===== config.mk =====
export PLATFORM = sky130hd
export DESIGN_NAME = kss_cell
export DESIGN_NICKNAME = d
export VERILOG_FILES = /design/src/rtl/core/kss_pkg.sv /design/src/rtl/core/kss_cell.sv
export SDC_FILE = /design/constraint.sdc
export NUM_CORES = 1
export LEC_CHECK = 0
export BUFFER_PORTS_ARGS = -buffer_cell sky130_fd_sc_hd__buf_2
export CAP_MARGIN = 40
export CORE_ASPECT_RATIO = 1.5
export CORE_MARGIN = 3
export CORE_UTILIZATION = 45
export CTS_BUF_LIST = sky130_fd_sc_hd__clkbuf_16
export CTS_CLUSTER_DIAMETER = 60
export CTS_CLUSTER_SIZE = 12
export DETAILED_ROUTE_END_ITERATION = 6
export HOLD_SLACK_MARGIN = 0.05
export PLACE_DENSITY_LB_ADDON = 0.15
export SYNTH_ARGS = -nofsm -noshare
export SYNTH_HDL_FRONTEND = slang
export SYNTH_SLANG_ARGS = --single-unit

===== constraint.sdc =====
create_clock -name clk_i -period 4.6 [get_ports clk_i]
set_clock_uncertainty 0.05 [all_clocks]
set_input_delay 0 -clock clk_i [delete_from_list [all_inputs] [get_ports clk_i]]
set_output_delay 0 -clock clk_i [all_outputs]
set_load 0.02 [all_outputs]

===== src/rtl/core/kss_pkg.sv =====
// ---------------------------------------------------------------------------
// kss_pkg
// Shared constants, control codes and types of the key set sorter.
// ---------------------------------------------------------------------------
package kss_pkg;

  // Default sizing
  localparam int MAX_KEYS_DEF  = 64;
  localparam int KEY_WIDTH_DEF = 32;

  // Fixed port widths
  localparam int DATA_W     = 32;
  localparam int CFG_IDX_W  = 1;
  localparam int CFG_DATA_W = 1;

  // Register indexes
  localparam logic [CFG_IDX_W-1:0] REG_SIGNED_KEYS = 1'd0;
  localparam logic [CFG_IDX_W-1:0] REG_DESCENDING  = 1'd1;

  // Cell operations, broadcast to the whole row
  localparam logic [1:0] OP_HOLD  = 2'd0;
  localparam logic [1:0] OP_LOAD  = 2'd1;  // shift towards the tail, key enters cell 0
  localparam logic [1:0] OP_SORT  = 2'd2;  // compare-exchange with the pair partner
  localparam logic [1:0] OP_DRAIN = 2'd3;  // shift towards the head, cell 0 leaves

  typedef struct packed {
    logic [1:0] op;
    logic       phase;  // pairing parity of the current sort pass
  } kss_ctrl_t;

  typedef struct packed {
    logic signed_keys;
    logic descending;
  } kss_cfg_t;

  typedef struct packed {
    logic head_vld;
    logic next_vld;
  } kss_stat_t;

endpackage


===== src/rtl/core/kss_cell.sv =====
// ---------------------------------------------------------------------------
// kss_cell
// One cell of the sorting row: holds one key and its valid bit, loads from
// the lower neighbour, drains from the upper one and compare-exchanges with
// its pair partner during sort passes.
// ---------------------------------------------------------------------------
module kss_cell #(
  parameter int KEY_WIDTH = kss_pkg::KEY_WIDTH_DEF,
  parameter int IDX       = 0
) (
  input  logic                 clk_i,
  input  logic                 rst_ni,
  input  kss_pkg::kss_ctrl_t   ctrl_i,
  input  kss_pkg::kss_cfg_t    cfg_i,
  input  logic [KEY_WIDTH-1:0] lo_key_i,
  input  logic                 lo_vld_i,
  input  logic [KEY_WIDTH-1:0] hi_key_i,
  input  logic                 hi_vld_i,
  output logic [KEY_WIDTH-1:0] key_o,
  output logic                 vld_o
);
  import kss_pkg::*;

  localparam logic                 IDX_ODD  = ((IDX % 2) == 1);
  localparam logic                 HAS_LO   = (IDX != 0);
  localparam logic [KEY_WIDTH-1:0] SIGN_BIT = {1'b1, {(KEY_WIDTH-1){1'b0}}};

  logic [KEY_WIDTH-1:0] key_q, key_d;
  logic                 vld_q, vld_d;
  logic                 is_lower;
  logic [KEY_WIDTH-1:0] part_key;
  logic                 part_vld;
  logic [KEY_WIDTH-1:0] cmp_x, cmp_y;
  logic                 x_first;
  logic                 swap;

  // Pick the pair partner for this pass
  always_comb begin
    is_lower = (ctrl_i.phase == IDX_ODD);
    part_key = is_lower ? hi_key_i : lo_key_i;
    part_vld = is_lower ? hi_vld_i : (lo_vld_i & HAS_LO);
  end

  // Upper key against lower key: swap when the upper one must go first
  always_comb begin
    cmp_x   = (is_lower ? part_key : key_q) ^ (cfg_i.signed_keys ? SIGN_BIT : '0);
    cmp_y   = (is_lower ? key_q : part_key) ^ (cfg_i.signed_keys ? SIGN_BIT : '0);
    x_first = cfg_i.descending ? (cmp_x > cmp_y) : (cmp_x < cmp_y);
    swap    = vld_q & part_vld & x_first;
  end

  // Next contents of the cell
  always_comb begin
    key_d = key_q;
    vld_d = vld_q;
    case (ctrl_i.op)
      OP_LOAD: begin
        key_d = lo_key_i;
        vld_d = lo_vld_i;
      end
      OP_SORT: begin
        if (swap) begin
          key_d = part_key;
        end
      end
      OP_DRAIN: begin
        key_d = hi_key_i;
        vld_d = hi_vld_i;
      end
      default: begin
        key_d = key_q;
        vld_d = vld_q;
      end
    endcase
  end

  always_ff @(posedge clk_i or negedge rst_ni) begin
    if (!rst_ni) begin
      vld_q <= 1'b0;
    end else begin
      vld_q <= vld_d;
    end
  end

  always_ff @(posedge clk_i) begin
    key_q <= key_d;
  end

  assign key_o = key_q;
  assign vld_o = vld_q;

endmodule


-- After elaboration in Yosys (flattened, before gate mapping)
Cells that the tools add are included.
- logic and storage cells: 24
- flip-flop bits (word level): 33
- muxes and demuxes: 9
- equality and inequality tests: 4
- bitwise gates (word level): 4
- reductions and logical operators: 3
- $lt $le $gt $ge: 2
- operators by type and width (cell ; count):
    $mux W32 ; 5
    $pmux W32 S3 ; 1
    $xor A32 B32 Y32 ; 2
    $gt A32 B32 Y1 ; 1
    $lt A32 B32 Y1 ; 1
    $eq A2 B2 Y1 const B ; 2
    $reduce_bool A3 Y1 ; 1
    $and A1 B1 Y1 ; 2
    $eq A2 B1 Y1 const B ; 1
    $mux W1 ; 2
    $ne A2 B2 Y1 const B ; 1
    $pmux W1 S2 ; 1
    $reduce_and A2 Y1 ; 1
    $reduce_bool A2 Y1 ; 1

-- Logic depth before layout (Yosys ltp)
- word-level depth: 8
- depth in mapped cells: 10
- mapped depth without buffers: 9

-- Worst setup path after synthesis
No wires, ideal clock.
- kind: in2reg
- start point: input ctrl_i[0] in the netlist's numbering
- end point: register key_q[0], in the netlist key_o[0], enable pin
- data arrival time: 4425 ps
- stages on the path: 9
- slack: -346 ps
- data required time: 4078 ps
- path buffers: 2
- cells stage by stage: clkbuf_1 -> buf_2 -> mux2_2 -> ha_1 -> a21oi_1 -> nand2_1 -> a221oi_1 -> a311oi_2 -> o311ai_1
- cells in the longest elaborated chain, start to end: 8
- elaborated cells between the ends (all ways): 13
- those cells by class: order compare: 2; eq/ne: 1; mux: 5; bitwise: 4; reduce/logical: 1
- RTL lines (what ; line ; RTL):
    start: declaration ; kss_cell.sv:13 ; input kss_pkg::kss_ctrl_t ctrl_i,
    $mux W32 ; kss_cell.sv:40 ; part_key = is_lower ? hi_key_i : lo_key_i;
    $mux W32 (on tied branches) ; kss_cell.sv:46, kss_cell.sv:47 ;
    $xor A32 B32 Y32 (on tied branches) ; kss_cell.sv:46, kss_cell.sv:47 ;
    $lt A32 B32 Y1 / $gt A32 B32 Y1 (equally long branches) ; kss_cell.sv:48 ; x_first = cfg_i.descending ? (cmp_x > cmp_y) : (cmp_x < cmp_y);
    $mux W1 ; kss_cell.sv:48 ;
    $and A1 B1 Y1 (*) ; kss_cell.sv:49 ; swap = vld_q & part_vld & x_first;
    $ne A2 B2 Y1 (no source line) (*) ; -- ;
    $reduce_and A2 Y1 (no source line) (*) ; -- ;
    end signal: assignment ; kss_cell.sv:86 ; key_q <= key_d;
    end: declaration ; kss_cell.sv:28 ; logic [KEY_WIDTH-1:0] key_q, key_d;
Every way passes the cells marked *; elsewhere a longest branch is shown, timed or not.
A chain may end at the register's enable or synchronous reset.

-- Worst setup path after layout
- start point: input ctrl_i[0] in the netlist's numbering
- end point: register key_q[5], in the netlist key_o[5], enable pin
Same word-level chain as after synthesis.

==> run_results.csv <==
group,metric,value,unit
place,place_congestion,0.7644,
floorplan,dieArea,7401,um2
setup_path,startpoint_type,"input port",
place,pre_cts_ws,918.9,ps
clocking,ctsResizeCount,0,
route,first_pass_iters,4,
global_routing,antenna_found_initial,0,
power_and_ir_drop,p_int,0.7611,mW
synthesis,synth_top_area_share,33.43,%
place,dpl.cell_count,409,
synthesis,synth_nets,341,
place,postPlaceCellArea,3525,um2
setup_path,required,4520,ps
timing,finalSetupViolCount,0,
finish,final_nets,515,
synthesis,avgSynthCellArea,12.18,um2
finish,fin_area,4342,um2
synthesis,yosysTopAreaCell,"edfxtp_1",
min_path,hp-class,"input port to register",
power_and_ir_drop,peakVddDrop,0.1757,mV
clocking,cts_made_buffers,5,
timing,setup_slack,1280,ps
timing,slew_headroom,44.33,%
route,dr.first_iter.drc_count,37,
route,finalWirelength,7.359,mm
timing,drv_slew,0,
route,routed-via-count,2533,
finish,final_cells,485,
synthesis,dominantRegCellSynth,"edfxtp_1",
synthesis,synth_edf_count,32,
timing,fmax,301.2,MHz
global_routing,grt_remaining_overflow,0,
power_and_ir_drop,clkPwrFrac,29.0,%
floorplan,ioPinCount,106,
finish,drive_above_1_share,44.77,%
setup_path,slowest_delay,660,ps
clocking,clockBufferDepth,2,
floorplan,row_count,35,
synthesis,yosysMostFrequentCell,"mux2_2",
clocking,root_buffer,"clkbuf_16",
route,via_per_inst,5.223,
setup_path,ff2ff_path_depth,8,
power_and_ir_drop,switching_power,0.3152,mW
clocking,cts_setup_buffers,0,
min_path,min_path_cells,3,
timing,finalCriticalPeriod,3320,ps
route,drtAntennaViolNets,0,
synthesis,synth_cell_type_count,31,
route,drc,0,
floorplan,dieWidth,71.25,um
setup_path,critPathKind,"input port to register",
setup_path,crit_path_max_fanout,60,
power_and_ir_drop,seqPwrFrac,35.2,%
finish,final.fill_count,482,
power_and_ir_drop,cellPowerDensity,247.9,nW/um2
route,routedWlPerCell,15.17,um
setup_path,end_kind,"register",
synthesis,synth-seq-cells,33,
timing,hold_viol_final,0,
synthesis,yosysSeqAreaShare,34.31,%
job,drv_cap,0,
synthesis,synth_cells,236,
clocking,clk_pin_slew_worst_paths,50,ps
power_and_ir_drop,comb_power_share,35.8,%
floorplan,die_y,103.9,um
setup_path,worstPathArrival,3240,ps
clocking,cts_tree,"yes",
synthesis,async_reset_ff_share,3.030,%
setup_path,crit_chain,"buf_4, buf_4, mux2_2, ha_1, a21oi_1, o21ai_0, a221oi_1, a311oi_2, o311ai_4, buf_4",
power_and_ir_drop,switching_share,29.29,%
clocking,cts_hold_buffers,68,
finish,diodes,0,
place,place_hpwl,5.245,mm
synthesis,synth_area_leaders,"edfxtp_1 (33%), mux2_2 (25%), ha_1 (14%)",
timing,grt_setup_unrepaired,"no",
timing,finalCritPeriodShare,72.16,%
clocking,cts_htree_levels,2,
floorplan,initial_core_util,46.55,%
synthesis,ys_top_cells_by_count,"mux2_2 (63), mux2i_1 (34), edfxtp_1 (32), ha_1 (32), a21oi_1 (12)",
power_and_ir_drop,p_leak,1.966,nW
global_routing,grt_pass1_vias,2716,
timing,worst_pin_slew,835.0,ps
place,port_buffers,105,
global_routing,grt_max_degree,61,
floorplan,core,6175,um2
setup_path,critPathSlowestCell,"o311ai_4",
global_routing,grt_use_total,20.66,%
finish,syn2layout_area_growth,51.07,%
setup_path,crit_path_frequent_cell,"buf_4",
clocking,clock_sinks,33,
clocking,clock_latency,280,ps
synthesis,syn-cell-area,2874,um2
global_routing,grt_pass1_wl,12.41,mm
synthesis,yosys_warnings,0,
run_status,status,"complete, no violations",
timing,tns,0,ps
==> worst paths after layout <==
kind / start / endpoint / slack [ps]
hold / removal: cfg_i[0] / key_o[31]$_DFFE_PP_ / 350
setup reg to reg: key_o[23]$_DFFE_PP_ / key_o[5]$_DFFE_PP_ / 1450
max in group asynchronous: rst_ni / vld_o$_DFFE_PN0P_ / 3870
hold reg to reg: vld_o$_DFFE_PN0P_ / key_o[31]$_DFFE_PP_ / 940
min in group asynchronous: rst_ni / vld_o$_DFFE_PN0P_ / 520
setup / recovery: ctrl_i[0] / key_o[5]$_DFFE_PP_ / 1280
==> power by group through the flow <==
stage | sequential [mW] | clock [mW] | combinational [mW]
final | 0.379 | 0.312 | 0.385
after global routing | 0.383 | 0.329 | 0.428
after CTS | 0.379 | 0.317 | 0.385
after detailed placement | 0.385 | 0 | 0.327
after global placement | 0.385 | 0 | 0.319
after floorplan | 0.414 | 0 | 0.187
==> routing by layer <==
layer  vias to the layer above  GRT usage, %  share of wire (%)
li1                       1276             -                  -
met1                      1180         22.72                 38
met2                        72         39.54                 56
met3                         5         3.965                5.5
met4                         0         4.570               0.72
met5                         -             0                  0
==> area by class of cell <==
cell class	count	area (um2)	share of cell area (%)
Clock buffer	5	125.1	2.882
Clock inverter	3	11.26	0.2594
Tap cell	74	92.59	2.133
Sequential cell	33	985.9	22.71
Multi-Input combinational cell	189	1853	42.68
Timing Repair Buffer	177	1259	28.99
Inverter	4	15.01	0.3458
==> through the flow <==
stage                     power (mW)  hold slack (ps)  util (%)
after floorplan               0.6006           -345.6         -
after global placement        0.7036           -263.8     56.64
after detailed placement      0.7123           -265.8     57.08
after CTS                      1.082            368.2     70.31
after global routing           1.140            390.0     70.31
final                          1.076            349.6     70.31
==> kinds of logic (layout without fill, tap and decap cells) <==
group | count (synthesis) | after routing | share of synthesized area, %
muxes | 97 | 97 | 36.53
DFF | 33 | 33 | 34.31
adders and majority gates | 32 | 32 | 13.93
AOI/OAI and AO/OA | 29 | 29 | 6.226
and+or+nand+nor | 29 | 29 | 6.182
buffers and inverters | 14 | 189 | 2.220
xor gates and xnor gates | 2 | 2 | 0.6096
==> registers in the layout (all words and copies together), names as in the netlist <==
| name | flops |
|---|---|
| vld_o | 1 |
| key_o | 32 |
==> worst max-delay path, delay by kind of cell <==
family	cells	cell delay (ps)
compound gates	5	1420
buf+inv	3	1260
mux	1	350
fa+ha+maj	1	190
==> layout by cell type (no fill, tap or decap), drive strengths merged, types with 2 or more instances in the layout <==
cell type	count
a21o	3
a21oi	12
a221oi	3
buf	109
clkbuf	5
dlygate4sd3	68
edfxtp	32
ha	32
inv	6
mux2	63
mux2i	34
nand2	9
nand2b	2
nand3	2
nand4	7
nor2	4
o21ai	8
No activity file was read; power rests on OpenSTA's default activity.
