--- config.mk ---
export PLATFORM = sky130hd
export DESIGN_NAME = kss_ctrl
export DESIGN_NICKNAME = d
export VERILOG_FILES = /design/src/rtl/core/kss_pkg.sv /design/src/rtl/core/kss_ctrl.sv
export SDC_FILE = /design/constraint.sdc
export NUM_CORES = 1
export LEC_CHECK = 0
export BUFFER_PORTS_ARGS = -buffer_cell sky130_fd_sc_hd__buf_2
export CAP_MARGIN = 20
export CORE_MARGIN = 3
export CORE_UTILIZATION = 55
export CTS_BUF_LIST = sky130_fd_sc_hd__clkbuf_8
export CTS_CLUSTER_SIZE = 30
export DETAILED_ROUTE_END_ITERATION = 7
export GPL_TIMING_DRIVEN = 0
export PLACE_DENSITY_LB_ADDON = 0.12
export SYNTH_ARGS = -nofsm -noshare
export SYNTH_HDL_FRONTEND = slang
export SYNTH_SLANG_ARGS = --single-unit
--- constraint.sdc ---
create_clock -name clk_i -period 2.05 [get_ports clk_i]
set_input_delay 0.5125 -clock clk_i [delete_from_list [all_inputs] [get_ports clk_i]]
set_output_delay 0.5125 -clock clk_i [all_outputs]
set_load 0.01 [all_outputs]
--- src/rtl/core/kss_pkg.sv ---
// ---------------------------------------------------------------------------
// kss_pkg
// Shared constants, control codes and types of the key set sorter.
// ---------------------------------------------------------------------------
package kss_pkg;

  // Default sizing
  localparam int MAX_KEYS_DEF  = 64;
  localparam int KEY_WIDTH_DEF = 32;

  // Fixed port widths
  localparam int DATA_W     = 32;
  localparam int CFG_IDX_W  = 1;
  localparam int CFG_DATA_W = 1;

  // Register indexes
  localparam logic [CFG_IDX_W-1:0] REG_SIGNED_KEYS = 1'd0;
  localparam logic [CFG_IDX_W-1:0] REG_DESCENDING  = 1'd1;

  // Cell operations, broadcast to the whole row
  localparam logic [1:0] OP_HOLD  = 2'd0;
  localparam logic [1:0] OP_LOAD  = 2'd1;  // shift towards the tail, key enters cell 0
  localparam logic [1:0] OP_SORT  = 2'd2;  // compare-exchange with the pair partner
  localparam logic [1:0] OP_DRAIN = 2'd3;  // shift towards the head, cell 0 leaves

  typedef struct packed {
    logic [1:0] op;
    logic       phase;  // pairing parity of the current sort pass
  } kss_ctrl_t;

  typedef struct packed {
    logic signed_keys;
    logic descending;
  } kss_cfg_t;

  typedef struct packed {
    logic head_vld;
    logic next_vld;
  } kss_stat_t;

endpackage

--- src/rtl/core/kss_ctrl.sv ---
// ---------------------------------------------------------------------------
// kss_ctrl
// Sequencer of the sorter: collects the set, runs the sort passes, drains
// the row, and holds the configuration registers.
// ---------------------------------------------------------------------------
module kss_ctrl #(
  parameter int MAX_KEYS = kss_pkg::MAX_KEYS_DEF
) (
  input  logic                           clk_i,
  input  logic                           rst_ni,
  input  logic                           s_tvalid_i,
  input  logic                           s_tlast_i,
  output logic                           s_tready_o,
  output logic                           m_tvalid_o,
  input  logic                           m_tready_i,
  output logic                           m_tlast_o,
  output logic                           m_tuser_o,
  input  logic                           cfg_we_i,
  input  logic [kss_pkg::CFG_IDX_W-1:0]  cfg_idx_i,
  input  logic [kss_pkg::CFG_DATA_W-1:0] cfg_wdata_i,
  input  kss_pkg::kss_stat_t             stat_i,
  output kss_pkg::kss_ctrl_t             ctrl_o,
  output kss_pkg::kss_cfg_t              cfg_o
);
  import kss_pkg::*;

  localparam int CNT_W = $clog2(MAX_KEYS + 1);

  localparam logic [1:0] ST_COLLECT = 2'd0;
  localparam logic [1:0] ST_SORT    = 2'd1;
  localparam logic [1:0] ST_DRAIN   = 2'd2;

  logic [1:0]       state_q, state_d;
  logic [CNT_W-1:0] count_q, count_d;
  logic [CNT_W-1:0] pass_q, pass_d;
  logic             ovf_q, ovf_d;
  kss_cfg_t         cfg_q, cfg_d;
  logic             full;
  logic             in_hs, out_hs;

  assign full       = (count_q == CNT_W'(MAX_KEYS));
  assign s_tready_o = (state_q == ST_COLLECT);
  assign m_tvalid_o = (state_q == ST_DRAIN) & stat_i.head_vld;
  assign m_tlast_o  = ~stat_i.next_vld;
  assign m_tuser_o  = ovf_q;
  assign in_hs      = s_tvalid_i & s_tready_o;
  assign out_hs     = m_tvalid_o & m_tready_i;

  // Sequence collect, sort passes and drain
  always_comb begin
    state_d      = state_q;
    count_d      = count_q;
    pass_d       = pass_q;
    ovf_d        = ovf_q;
    ctrl_o.op    = OP_HOLD;
    ctrl_o.phase = pass_q[0];
    case (state_q)
      ST_COLLECT: begin
        if (in_hs) begin
          if (full) begin
            ovf_d = 1'b1;
          end else begin
            ctrl_o.op = OP_LOAD;
            count_d   = CNT_W'(count_q + 1'b1);
          end
          if (s_tlast_i) begin
            state_d = ST_SORT;
            pass_d  = '0;
          end
        end
      end
      ST_SORT: begin
        ctrl_o.op = OP_SORT;
        pass_d    = CNT_W'(pass_q + 1'b1);
        if (CNT_W'(pass_q + 1'b1) == count_q) begin
          state_d = ST_DRAIN;
        end
      end
      ST_DRAIN: begin
        if (out_hs) begin
          ctrl_o.op = OP_DRAIN;
          if (!stat_i.next_vld) begin
            state_d = ST_COLLECT;
            count_d = '0;
            ovf_d   = 1'b0;
          end
        end
      end
      default: begin
        state_d = ST_COLLECT;
      end
    endcase
  end

  // Configuration writes
  always_comb begin
    cfg_d = cfg_q;
    if (cfg_we_i) begin
      case (cfg_idx_i)
        REG_SIGNED_KEYS: cfg_d.signed_keys = cfg_wdata_i[0];
        REG_DESCENDING:  cfg_d.descending  = cfg_wdata_i[0];
        default:         cfg_d = cfg_q;
      endcase
    end
  end

  always_ff @(posedge clk_i or negedge rst_ni) begin
    if (!rst_ni) begin
      state_q <= ST_COLLECT;
      count_q <= '0;
      pass_q  <= '0;
      ovf_q   <= 1'b0;
      cfg_q   <= '0;
    end else begin
      state_q <= state_d;
      count_q <= count_d;
      pass_q  <= pass_d;
      ovf_q   <= ovf_d;
      cfg_q   <= cfg_d;
    end
  end

  assign cfg_o = cfg_q;

endmodule

## Word level (Yosys, flattened, before mapping)

Index checks and enable logic that the tools add are counted.
W data, S select, Z words.

| cells by class | value |
|---|---|
| add/subtract/negate cells | 2 |
| equality and inequality tests | 11 |
| multiplexer cells | 23 |
| bitwise gates (word level) | 5 |
| reduce and logical (&&, ||, !) cells | 9 |

Operators by type and width:

| operator | number |
|---|---|
| $mux W7 | 6 |
| $pmux W7 S2 | 2 |
| $reduce_and A5 Y1 | 3 |
| $add A7 B1 Y7 const B | 2 |
| $mux W2 | 6 |
| $pmux W2 S3 | 2 |
| $ne A2 B2 Y1 const B | 5 |
| $eq A7 B7 Y1 | 1 |
| $eq A7 B7 Y1 const B | 1 |
| $mux W1 | 6 |
| $ne A2 B1 Y1 const B | 2 |
| $reduce_and A2 Y1 | 2 |
| $reduce_bool A2 Y1 | 2 |
| $and A1 B1 Y1 | 3 |
| $reduce_and A3 Y1 | 1 |
| $eq A2 B1 Y1 const B | 1 |
| $eq A2 B2 Y1 const B | 1 |
| $logic_not A2 Y1 | 1 |
| $not A1 Y1 | 2 |
| $pmux W1 S2 | 1 |

| storage, ports and cells | value |
|---|---|
| register bits after elaboration | 19 |
| output and inout port bits | 9 |
| word-level logic and storage cells | 56 |

## Logic depth before layout (Yosys ltp)

Gate-level depths: netlist of the first run.

| logic depth | value |
|---|---|
| depth in word-level cells | 5 |
| mapped depth | 6 |
| gate-level depth less buffers | 6 |

## Least setup slack after synthesis of the first run

Ideal clock, no wire load.

| timing | value |
|---|---|
| path type | register -> output |
| from | reg count_q[3] |
| to | out ctrl_o[1] in the netlist's numbering |
| arrival | 1.190 ns |
| data required time | 1.537 ns |
| path slack | 0.348 ns |
| cell stages (with the launch flop) | 4 |
| cells stage by stage | dfrtp_1 or2_2 o31ai_4 nand2_1 |

RTL lines:

| what | line | RTL |
|---|---|---|
| from (decl) | kss_ctrl.sv:34 | `logic [CNT_W-1:0] count_q, count_d;` |
| from (signal assigned) | kss_ctrl.sv:116 | `count_q <= count_d;` |
| to (decl) | kss_ctrl.sv:22 | `output kss_pkg::kss_ctrl_t ctrl_o,` |

==> run summary, run 1 <==
• complete, no violations — outcome
• 0 — global-route congestion overflow total
• 0.664 — headroom to the max-slew limit
• 4 — number of detailed-route iterations in the first pass
• 0 — final count of hold timing violations
• 19 x sky130_fd_sc_hd__buf_2, 16 x sky130_fd_sc_hd__dfrtp_1, 13 x sky130_fd_sc_hd__nor2_1, 12 x sky130_fd_sc_hd__o21ai_0, 11 x sky130_fd_sc_hd__nand2_1 — commonest cells after routing, fill and taps aside
• 156 — number of fill cells
• 0.192 ns — Min Hold Slack
• 0.698 — core utilization of the finished layout
• 1.99 ns — post-layout min period
• 0 — number of antenna cells inserted
• 122 — instance count of the mapped netlist
• 20 — maximum number of pins on one net before global-route repair
• 19 — flop and latch count out of synthesis
• 5 — crit path max fanout
• 0.20 ns — reg2reg setup slack
• 0 — antenna violations before repair
• 52.3 um — die width
• sky130_fd_sc_hd__clkbuf_8 — buffer type at the clock tree root
• in -> async — kind of path behind the tightest hold check
• 19 — total clock sinks
• 135 — syn nets
• 52.3 um — Chip Height
• 935 — number of global-route vias before repair
• 0.403 — sequential cell area fraction in the yosys report
• 5.52 — Via density
• 1.54 ns — required time of the worst setup path
• 163 — Total Nets Final
• count_q[3]$_DFFE_PN0P_ — timing startpoint of the critical path
• 0.00118 mm^2 — post-synth design cell area
• 0.00200 mm^2 — core footprint
• sky130_fd_sc_hd__dfrtp_1 — ys flop type
• 0.950 mV — IR drop worst, VDD
• 0.503 ns — Worst Tran Pin Value
• 504 MHz — Max Clk Rate
• 13 — Starting DRT DRC Count
• 1730 um — post-DP HPWL
• 1.47 ns — arrival time at the worst endpoint
• 0.589 — effective utilization at floorplan
• 1 — Clock H-tree levels
• 39 — unique cell type count in the Yosys netlist
• 1.00 — fraction of registers with async set or reset after synthesis
• pass_q[0]$_DFFE_PN0P_ — FF-to-FF Start
• 2 — Clock Path Buffers
• 9.66 um^2 — Mean Syn Cell Area
• 0.968 — Final Cycle Share
• 0 — Yosys warning count
• 18 — Port Buf Inserts
• 16 — placement row count
• 18.5% — synth-to-layout area growth
• 0 — maxcap violations
• 3 — CTS buffer count
• 0.07 ns — register clock-pin slew on the reported worst setup and hold paths
• 0.201 — Total GRT Usage
• 0.00273 mm^2 — full die area
• flop — startpoint type of the worst setup path
• 4100 um — first-pass GRT wire length
• 0 ns — Final TNS setup
• 0.295 — share of final-layout standard cells stronger than drive strength 1
• 0 — setup violators final
• 0.26 ns — insertion delay of the later-clocked pin in the worst-skew pair
• output pin — endpoint class of the critical path
• 0 — count of flip-flops with a built-in enable after synthesis
• 0.648 nW — leakage component of the power
• sky130_fd_sc_hd__buf_2 — most common library cell in the layout ignoring fill and taps
• 19 — num ports
• 0 — total DRC errors in the routed layout
• reg -> out — type of the setup path with the least slack
• 0 — total of hold buffers inserted after clock tree synthesis
• 0.00232 ns — Final Skew
• 972 — via count of the routed design
• 0.838 — final RePlAce weighted congestion
• 13.8 um — Routed wire per std cell
• yes — TritonCTS clock tree
• 0 — final slew viol count
• 1370 mW/mm^2 — Power Density
• 0 — number of antenna-violating nets in the routed design
• 2430 um — total wirelength of the detailed-routed design
## per-layer routing
metal,GRT usage,part of all wire,wire [um],vias up
met1,0.241,0.46,1110,468
met5,0,0,0,-
li1,-,-,-,478
met3,0.0684,0.037,90,8
met2,0.326,0.48,1180,18
met4,0.0809,0.023,55,0
## cell type report
cell class / count / area [um^2] / area share
timing repair buffer: 23 / 128 / 0.0914
clock buffer: 3 / 41.3 / 0.0296
buffer: 3 / 16.3 / 0.0116
sequential: 19 / 479 / 0.343
inverter: 5 / 18.8 / 0.0134
tap: 27 / 33.8 / 0.0242
clock inverter: 1 / 3.75 / 0.00269
multi-input combinational: 95 / 676 / 0.484
## registers in the layout, indices dropped and copies added, names as in the netlist
register,cells
count_q,7
pass_q,7
cfg_o,2
state_q,2
m_tuser_o,1
## cells in the mapped netlist, drive strengths merged, types with 2 or more instances
cell type,instances,share of area
o31ai,2,0.024
ha,3,0.032
nand4b,2,0.015
nor2,13,0.041
buf,2,0.011
or2,4,0.023
a21oi,2,0.0085
xnor2,9,0.067
dfrtp,19,0.40
o21ai,12,0.051
mux2,3,0.032
nand2,12,0.038
nand3,4,0.017
nor3,5,0.025
a22o,2,0.015
inv,5,0.016
nor2b,2,0.011
xor2,5,0.037
## worst paths after layout
check                      depth (start not counted)                     end
setup / recovery                                   4               ctrl_o[1]
hold / removal                                     1    cfg_o[0]$_DFFE_PN0P_
setup reg to reg                                   5  state_q[0]$_DFFE_PN0P_
hold reg to reg                                    1    cfg_o[0]$_DFFE_PN0P_
max in group asynchronous                          1  count_q[3]$_DFFE_PN0P_
min in group clk_i                                 2    cfg_o[1]$_DFFE_PN0P_
## cell families (layout without fill, tap and decap cells)
kind of cell,count (synthesis),after routing,share of synthesized area
xor gates and xnor gates,15,15,0.124
AOI/OAI and AO/OA,24,24,0.147
muxes,3,3,0.0318
adders and majority gates,3,3,0.0319
and+or+nand+nor,50,50,0.233
buffers and inverters,8,35,0.0297
DFF,19,19,0.403
## worst max-delay path, stage by stage (launching register included)
cell	delay, ns
sky130_fd_sc_hd__dfrtp_2	0.44
sky130_fd_sc_hd__or2_4	0.29
sky130_fd_sc_hd__o31ai_4	0.26
sky130_fd_sc_hd__nand2_1	0.08
sky130_fd_sc_hd__buf_2	0.15
## metrics by stage
step,area (um^2),power [mW],worst slack [ns],std cells
after global routing,1400,2.06,-0.00584,176
final,1400,1.91,0.0649,176
after detailed placement,1300,1.57,0.179,167
after global placement,1300,1.53,0.185,167
after floorplan,1180,1.34,0.348,122
after CTS,1360,1.85,0.00792,173
## power by group
part           internal (mW)  switching (mW)  leakage (nW)
Clock                  0.133           0.122        0.0269
Combinational          0.492           0.497         0.379
Sequential             0.503           0.167         0.241
Total                   1.13           0.785         0.648
## timing repair
item,in CTS,in global routing
setup endpoints to repair,1,1
gates resized for setup,1,5
pin swaps,1,1
buffers inserted,2,3
(Power assumes the default switching activity.)
==> run 2, diff against run 1 <==
--- a/config.mk
+++ b/config.mk
@@ -7,6 +7,7 @@
 export LEC_CHECK = 0
 export BUFFER_PORTS_ARGS = -buffer_cell sky130_fd_sc_hd__buf_2
 export CAP_MARGIN = 20
+export CORE_ASPECT_RATIO = 1.1
 export CORE_MARGIN = 3
 export CORE_UTILIZATION = 55
 export CTS_BUF_LIST = sky130_fd_sc_hd__clkbuf_8
@@ -14,6 +15,8 @@
 export DETAILED_ROUTE_END_ITERATION = 7
 export GPL_TIMING_DRIVEN = 0
 export PLACE_DENSITY_LB_ADDON = 0.12
+export SKIP_LAST_GASP = 1
 export SYNTH_ARGS = -nofsm -noshare
 export SYNTH_HDL_FRONTEND = slang
 export SYNTH_SLANG_ARGS = --single-unit
+export TNS_END_PERCENT = 50
==> run summary, run 2 (synthesis gave the netlist of run 1 again) <==
• 676 um^2 — area of the multi-input gates
• 0 — global-route congestion overflow total
• 0.329 — share of final-layout standard cells stronger than drive strength 1
• 2 — Clock Path Buffers
• 5.74 — Via density
• flop — startpoint type of the worst setup path
• 20.9% — synth-to-layout area growth
• 0.749 — core utilization of the finished layout
• 0 — final count of hold timing violations
• 0 — total of hold buffers inserted after clock tree synthesis
• in -> async — kind of path behind the tightest hold check
• 1028 — via count of the routed design
• 18 — Starting DRT DRC Count
• 482 um^2 — Sequential Area
• 0 — final slew viol count
• sky130_fd_sc_hd__clkbuf_8 — buffer type at the clock tree root
• 1400 mW/mm^2 — Power Density
• 0 — antenna violations before repair
• 0.00814 ns — Final Skew
• 1 — Clock H-tree levels
• complete, no violations — outcome
• 2.03 ns — post-layout min period
• 4280 um — first-pass GRT wire length
• 0 — number of antenna cells inserted
• 0.663 nW — leakage component of the power
• 494 MHz — Max Clk Rate
• 0.08 ns — register clock-pin slew on the reported worst setup and hold paths
• 0.12 ns — reg2reg setup slack
• output pin — endpoint class of the critical path
• 0.499 ns — Worst Tran Pin Value
• 50.1 um — die width
• 1810 um — post-DP HPWL
• 18 — Port Buf Inserts
• count_q x7, pass_q x7 — Top Registers
• 0.666 — headroom to the max-slew limit
• 0.26 ns — insertion delay of the later-clocked pin in the worst-skew pair
• true — unrepaired setup endpoints after global routing
• 3 — CTS buffer count
• 0.988 — Final Cycle Share
• 20 — maximum number of pins on one net before global-route repair
• 166 — Total Nets Final
• 996 — number of global-route vias before repair
• 0.00190 mm^2 — core footprint
• 0 — setup violators final
• 0.881 mV — IR drop worst, VDD
• 4 — number of detailed-route iterations in the first pass
• 16 — placement row count
• sky130_fd_sc_hd__buf_2 — most common library cell in the layout ignoring fill and taps
• 1.51 ns — arrival time at the worst endpoint
• 0.620 — effective utilization at floorplan
• 2820 um — total wirelength of the detailed-routed design
• 1.54 ns — required time of the worst setup path
• 0.925 — final RePlAce weighted congestion
• 0 — total DRC errors in the routed layout
• 19 x sky130_fd_sc_hd__buf_2, 14 x sky130_fd_sc_hd__dfrtp_1, 13 x sky130_fd_sc_hd__nor2_1, 12 x sky130_fd_sc_hd__o21ai_0, 11 x sky130_fd_sc_hd__nand2_1 — commonest cells after routing, fill and taps aside
• 0.188 ns — Min Hold Slack
• 0 — number of antenna-violating nets in the routed design
• 0 — maxcap violations
• 15.8 um — Routed wire per std cell
• 19 — num ports
• 54.6 um — Chip Height
• reg -> out — type of the setup path with the least slack
• 0.00273 mm^2 — full die area
• 5 — crit path max fanout
• yes — TritonCTS clock tree
• 19 — total clock sinks
• 0.210 — Total GRT Usage
• 134 — number of fill cells
run 2: report_power, final:
group | total [mW] | switching (mW) | internal (mW)
Sequential | 0.650 | 0.146 | 0.504
Clock | 0.258 | 0.125 | 0.133
Combinational | 1.09 | 0.555 | 0.531
Total | 1.99 | 0.826 | 1.17
run 2: cell type report:
type                       count  share of cell area
multi-input combinational     95               0.474
sequential                    19               0.338
timing repair buffer          27               0.111
clock buffer                   3              0.0290
tap                           27              0.0237
inverter                       5              0.0132
buffer                         2             0.00878
clock inverter                 1             0.00263
run 2: what timing repair did:
action / 4_1_cts / 5_1_grt
pin swaps: 1 / 1
endpoints found under the setup margin: 1 / 2
gates resized for setup: 6 / 2
buffers inserted: 2 / 7
run 2: worst paths after layout:
check / start / to / cells past startpoint
min in group clk_i: cfg_o[1]$_DFFE_PN0P_ / cfg_o[1]$_DFFE_PN0P_ / 1
min reg2reg: cfg_o[1]$_DFFE_PN0P_ / cfg_o[1]$_DFFE_PN0P_ / 1
max: count_q[4]$_DFFE_PN0P_ / ctrl_o[1] / 4
max in group asynchronous: rst_ni / count_q[3]$_DFFE_PN0P_ / 1
min: rst_ni / pass_q[1]$_DFFE_PN0P_ / 1
max reg2reg: pass_q[0]$_DFFE_PN0P_ / state_q[0]$_DFFE_PN0P_ / 5
run 2: metal layers:
metal	global-route usage	share of wire
met5	0	0
met4	0.115	0.021
met3	0.0245	0.023
met2	0.385	0.55
met1	0.241	0.41
run 2: metrics by stage:
| step | worst slack (ns) | power (mW) | setup TNS [ns] | std cells | area [um^2] |
|---|---|---|---|---|---|
| floorplan | 0.348 | 1.34 | 0 | 122 | 1180 |
| detailed placement | 0.188 | 1.57 | 0 | 167 | 1300 |
| finish | 0.0246 | 1.99 | 0 | 179 | 1430 |
| CTS | 0.0153 | 1.88 | 0 | 173 | 1370 |
| global route | -0.0363 | 2.13 | -0.0363 | 179 | 1430 |
| global placement | 0.189 | 1.53 | 0 | 167 | 1300 |
run 2: critical path: stages, from the launching register on:
cell	delay [ns]
sky130_fd_sc_hd__dfrtp_2	0.44
sky130_fd_sc_hd__or2_4	0.29
sky130_fd_sc_hd__o31ai_4	0.30
sky130_fd_sc_hd__nand2_1	0.09
sky130_fd_sc_hd__buf_2	0.15
==> run 3, diff against run 2 <==
==> constraint.sdc (replaced) <==
create_clock -name clk_i -period 2.05 [get_ports clk_i]
set_input_delay 0.41 -clock clk_i [delete_from_list [all_inputs] [get_ports clk_i]]
set_output_delay 0.41 -clock clk_i [all_outputs]
set_load 0.01 [all_outputs]
==> run summary, run 3 (synthesis gave the netlist of run 1 again) <==
• 0 — total DRC errors in the routed layout
• 54.6 um — Chip Height
• 164 — Total Nets Final
• count_q[0]$_DFFE_PN0P_ — timing startpoint of the critical path
• 994 — via count of the routed design
• 0.661 nW — leakage component of the power
• 0.685 — headroom to the max-slew limit
• 20 — maximum number of pins on one net before global-route repair
• complete, no violations — outcome
• 1360 mW/mm^2 — Power Density
• 0.00141 mm^2 — Post-Layout Inst Area
• 14.6 um — Routed wire per std cell
• 3 — CTS buffer count
• 136 — number of fill cells
• 19 — num ports
• 0.471 ns — Worst Tran Pin Value
• 0.00190 mm^2 — core footprint
• 0 — maxcap violations
• 0.07 ns — register clock-pin slew on the reported worst setup and hold paths
• 1 — Clock H-tree levels
• 1.58 ns — arrival time at the worst endpoint
• 1.64 ns — required time of the worst setup path
• 18 — Port Buf Inserts
• in -> async — kind of path behind the tightest hold check
• 985 — number of global-route vias before repair
• 0.885 mV — IR drop worst, VDD
• 0.00476 ns — Final Skew
• 19 x sky130_fd_sc_hd__buf_2, 17 x sky130_fd_sc_hd__dfrtp_1, 13 x sky130_fd_sc_hd__nor2_1, 12 x sky130_fd_sc_hd__o21ai_0, 11 x sky130_fd_sc_hd__nand2_1 — commonest cells after routing, fill and taps aside
• 1.99 ns — post-layout min period
• pass_q[0]$_DFFE_PN0P_ — FF-to-FF Start
• 0 — antenna violations before repair
• reg -> out — type of the setup path with the least slack
• 0.0896 ns — Min Hold Slack
• 0.208 — Total GRT Usage
• 0.925 — final RePlAce weighted congestion
• count_q x7, pass_q x7 — Top Registers
• 4 — number of detailed-route iterations in the first pass
• 1.92 mW — sum of internal, switching and leakage power
• 7 — Starting DRT DRC Count
• 2580 um — total wirelength of the detailed-routed design
• yes — TritonCTS clock tree
• 0.00130 mm^2 — placed cell areas
• 503 MHz — Max Clk Rate
• 19 — total clock sinks
• 0 — global-route congestion overflow total
• 16 — placement row count
• sky130_fd_sc_hd__buf_2 — most common library cell in the layout ignoring fill and taps
• 0 — total of hold buffers inserted after clock tree synthesis
• 0.25 ns — insertion delay of the later-clocked pin in the worst-skew pair
• 5.62 — Via density
• 0.970 — Final Cycle Share
• 0.620 — effective utilization at floorplan
• 19.4% — synth-to-layout area growth
• flop — startpoint type of the worst setup path
• 0.300 — share of final-layout standard cells stronger than drive strength 1
• 0 — setup violators final
• 50.1 um — die width
• 0 — final slew viol count
• 0 — final count of hold timing violations
• 2 — Clock Path Buffers
• 0 — number of antenna cells inserted
• 5 — crit path max fanout
• 0.00273 mm^2 — full die area
• 177 — Post-Layout Cell Count
• 1810 um — post-DP HPWL
• output pin — endpoint class of the critical path
• 4240 um — first-pass GRT wire length
• sky130_fd_sc_hd__clkbuf_8 — buffer type at the clock tree root
• 167 — cell count after placement
• 0 — number of antenna-violating nets in the routed design
## run 3: layer usage
| metal | wire length (um) | vias up | GRT usage |
|---|---|---|---|
| met4 | 37 | 0 | 0.106 |
| met1 | 1100 | 496 | 0.238 |
| met2 | 1390 | 13 | 0.387 |
| met3 | 53 | 4 | 0.0245 |
| met5 | 0 | - | 0 |
| li1 | - | 481 | - |
## run 3: worst max-delay path: stages (launching register included)
cell and delay (ns):
sky130_fd_sc_hd__dfrtp_2 0.43, sky130_fd_sc_hd__inv_1 0.07, sky130_fd_sc_hd__ha_2 0.20, sky130_fd_sc_hd__nand2_4 0.07, sky130_fd_sc_hd__o31ai_4 0.33, sky130_fd_sc_hd__nand2_1 0.08
sky130_fd_sc_hd__buf_2 0.15
## run 3: cell type report
cell class | instances | area (um^2) | area share
Inverter | 5 | 18.8 | 0.0133
Multi-Input combinational cell | 95 | 681 | 0.484
Buffer | 3 | 16.3 | 0.0116
Clock inverter | 1 | 3.75 | 0.00267
Sequential cell | 19 | 478 | 0.340
Timing Repair Buffer | 24 | 135 | 0.0960
Tap cell | 27 | 33.8 | 0.0240
Clock buffer | 3 | 41.3 | 0.0293
## run 3: path summary, 6_finish.rpt
path	to	slack [ns]	cells past startpoint
worst max register to register	state_q[0]$_DFFE_PN0P_	0.19	5
worst max-delay path	ctrl_o[1]	0.06	6
worst min register to register	cfg_o[1]$_DFFE_PN0P_	0.50	1
worst min-delay path	pass_q[1]$_DFFE_PN0P_	0.09	1
max in group asynchronous	count_q[4]$_DFFE_PN0P_	1.63	1
min in group clk_i	cfg_o[0]$_DFFE_PN0P_	0.40	2
## run 3: metrics by stage
stage          setup slack [ns]  setup TNS [ns]  utilization
6_report                 0.0607               0        0.740
5_1_grt                 -0.0133         -0.0133        0.740
4_1_cts                0.000568               0        0.709
3_5_place_dp              0.197               0        0.685
3_3_place_gp              0.244               0        0.685
2_1_floorplan             0.383               0            -
## run 3: what timing repair did
| action | 4_1_cts | 5_1_grt |
|---|---|---|
| setup buffers | 0 | 6 |
| hold endpoints to repair | 0 | 0 |
| resized for setup | 0 | 6 |
| endpoints found under the setup margin | 0 | 1 |
## run 3: power by group
part	switching [mW]	total, mW	internal, mW
clock	0.119	0.252	0.133
combinational	0.500	0.996	0.496
sequential	0.171	0.671	0.500
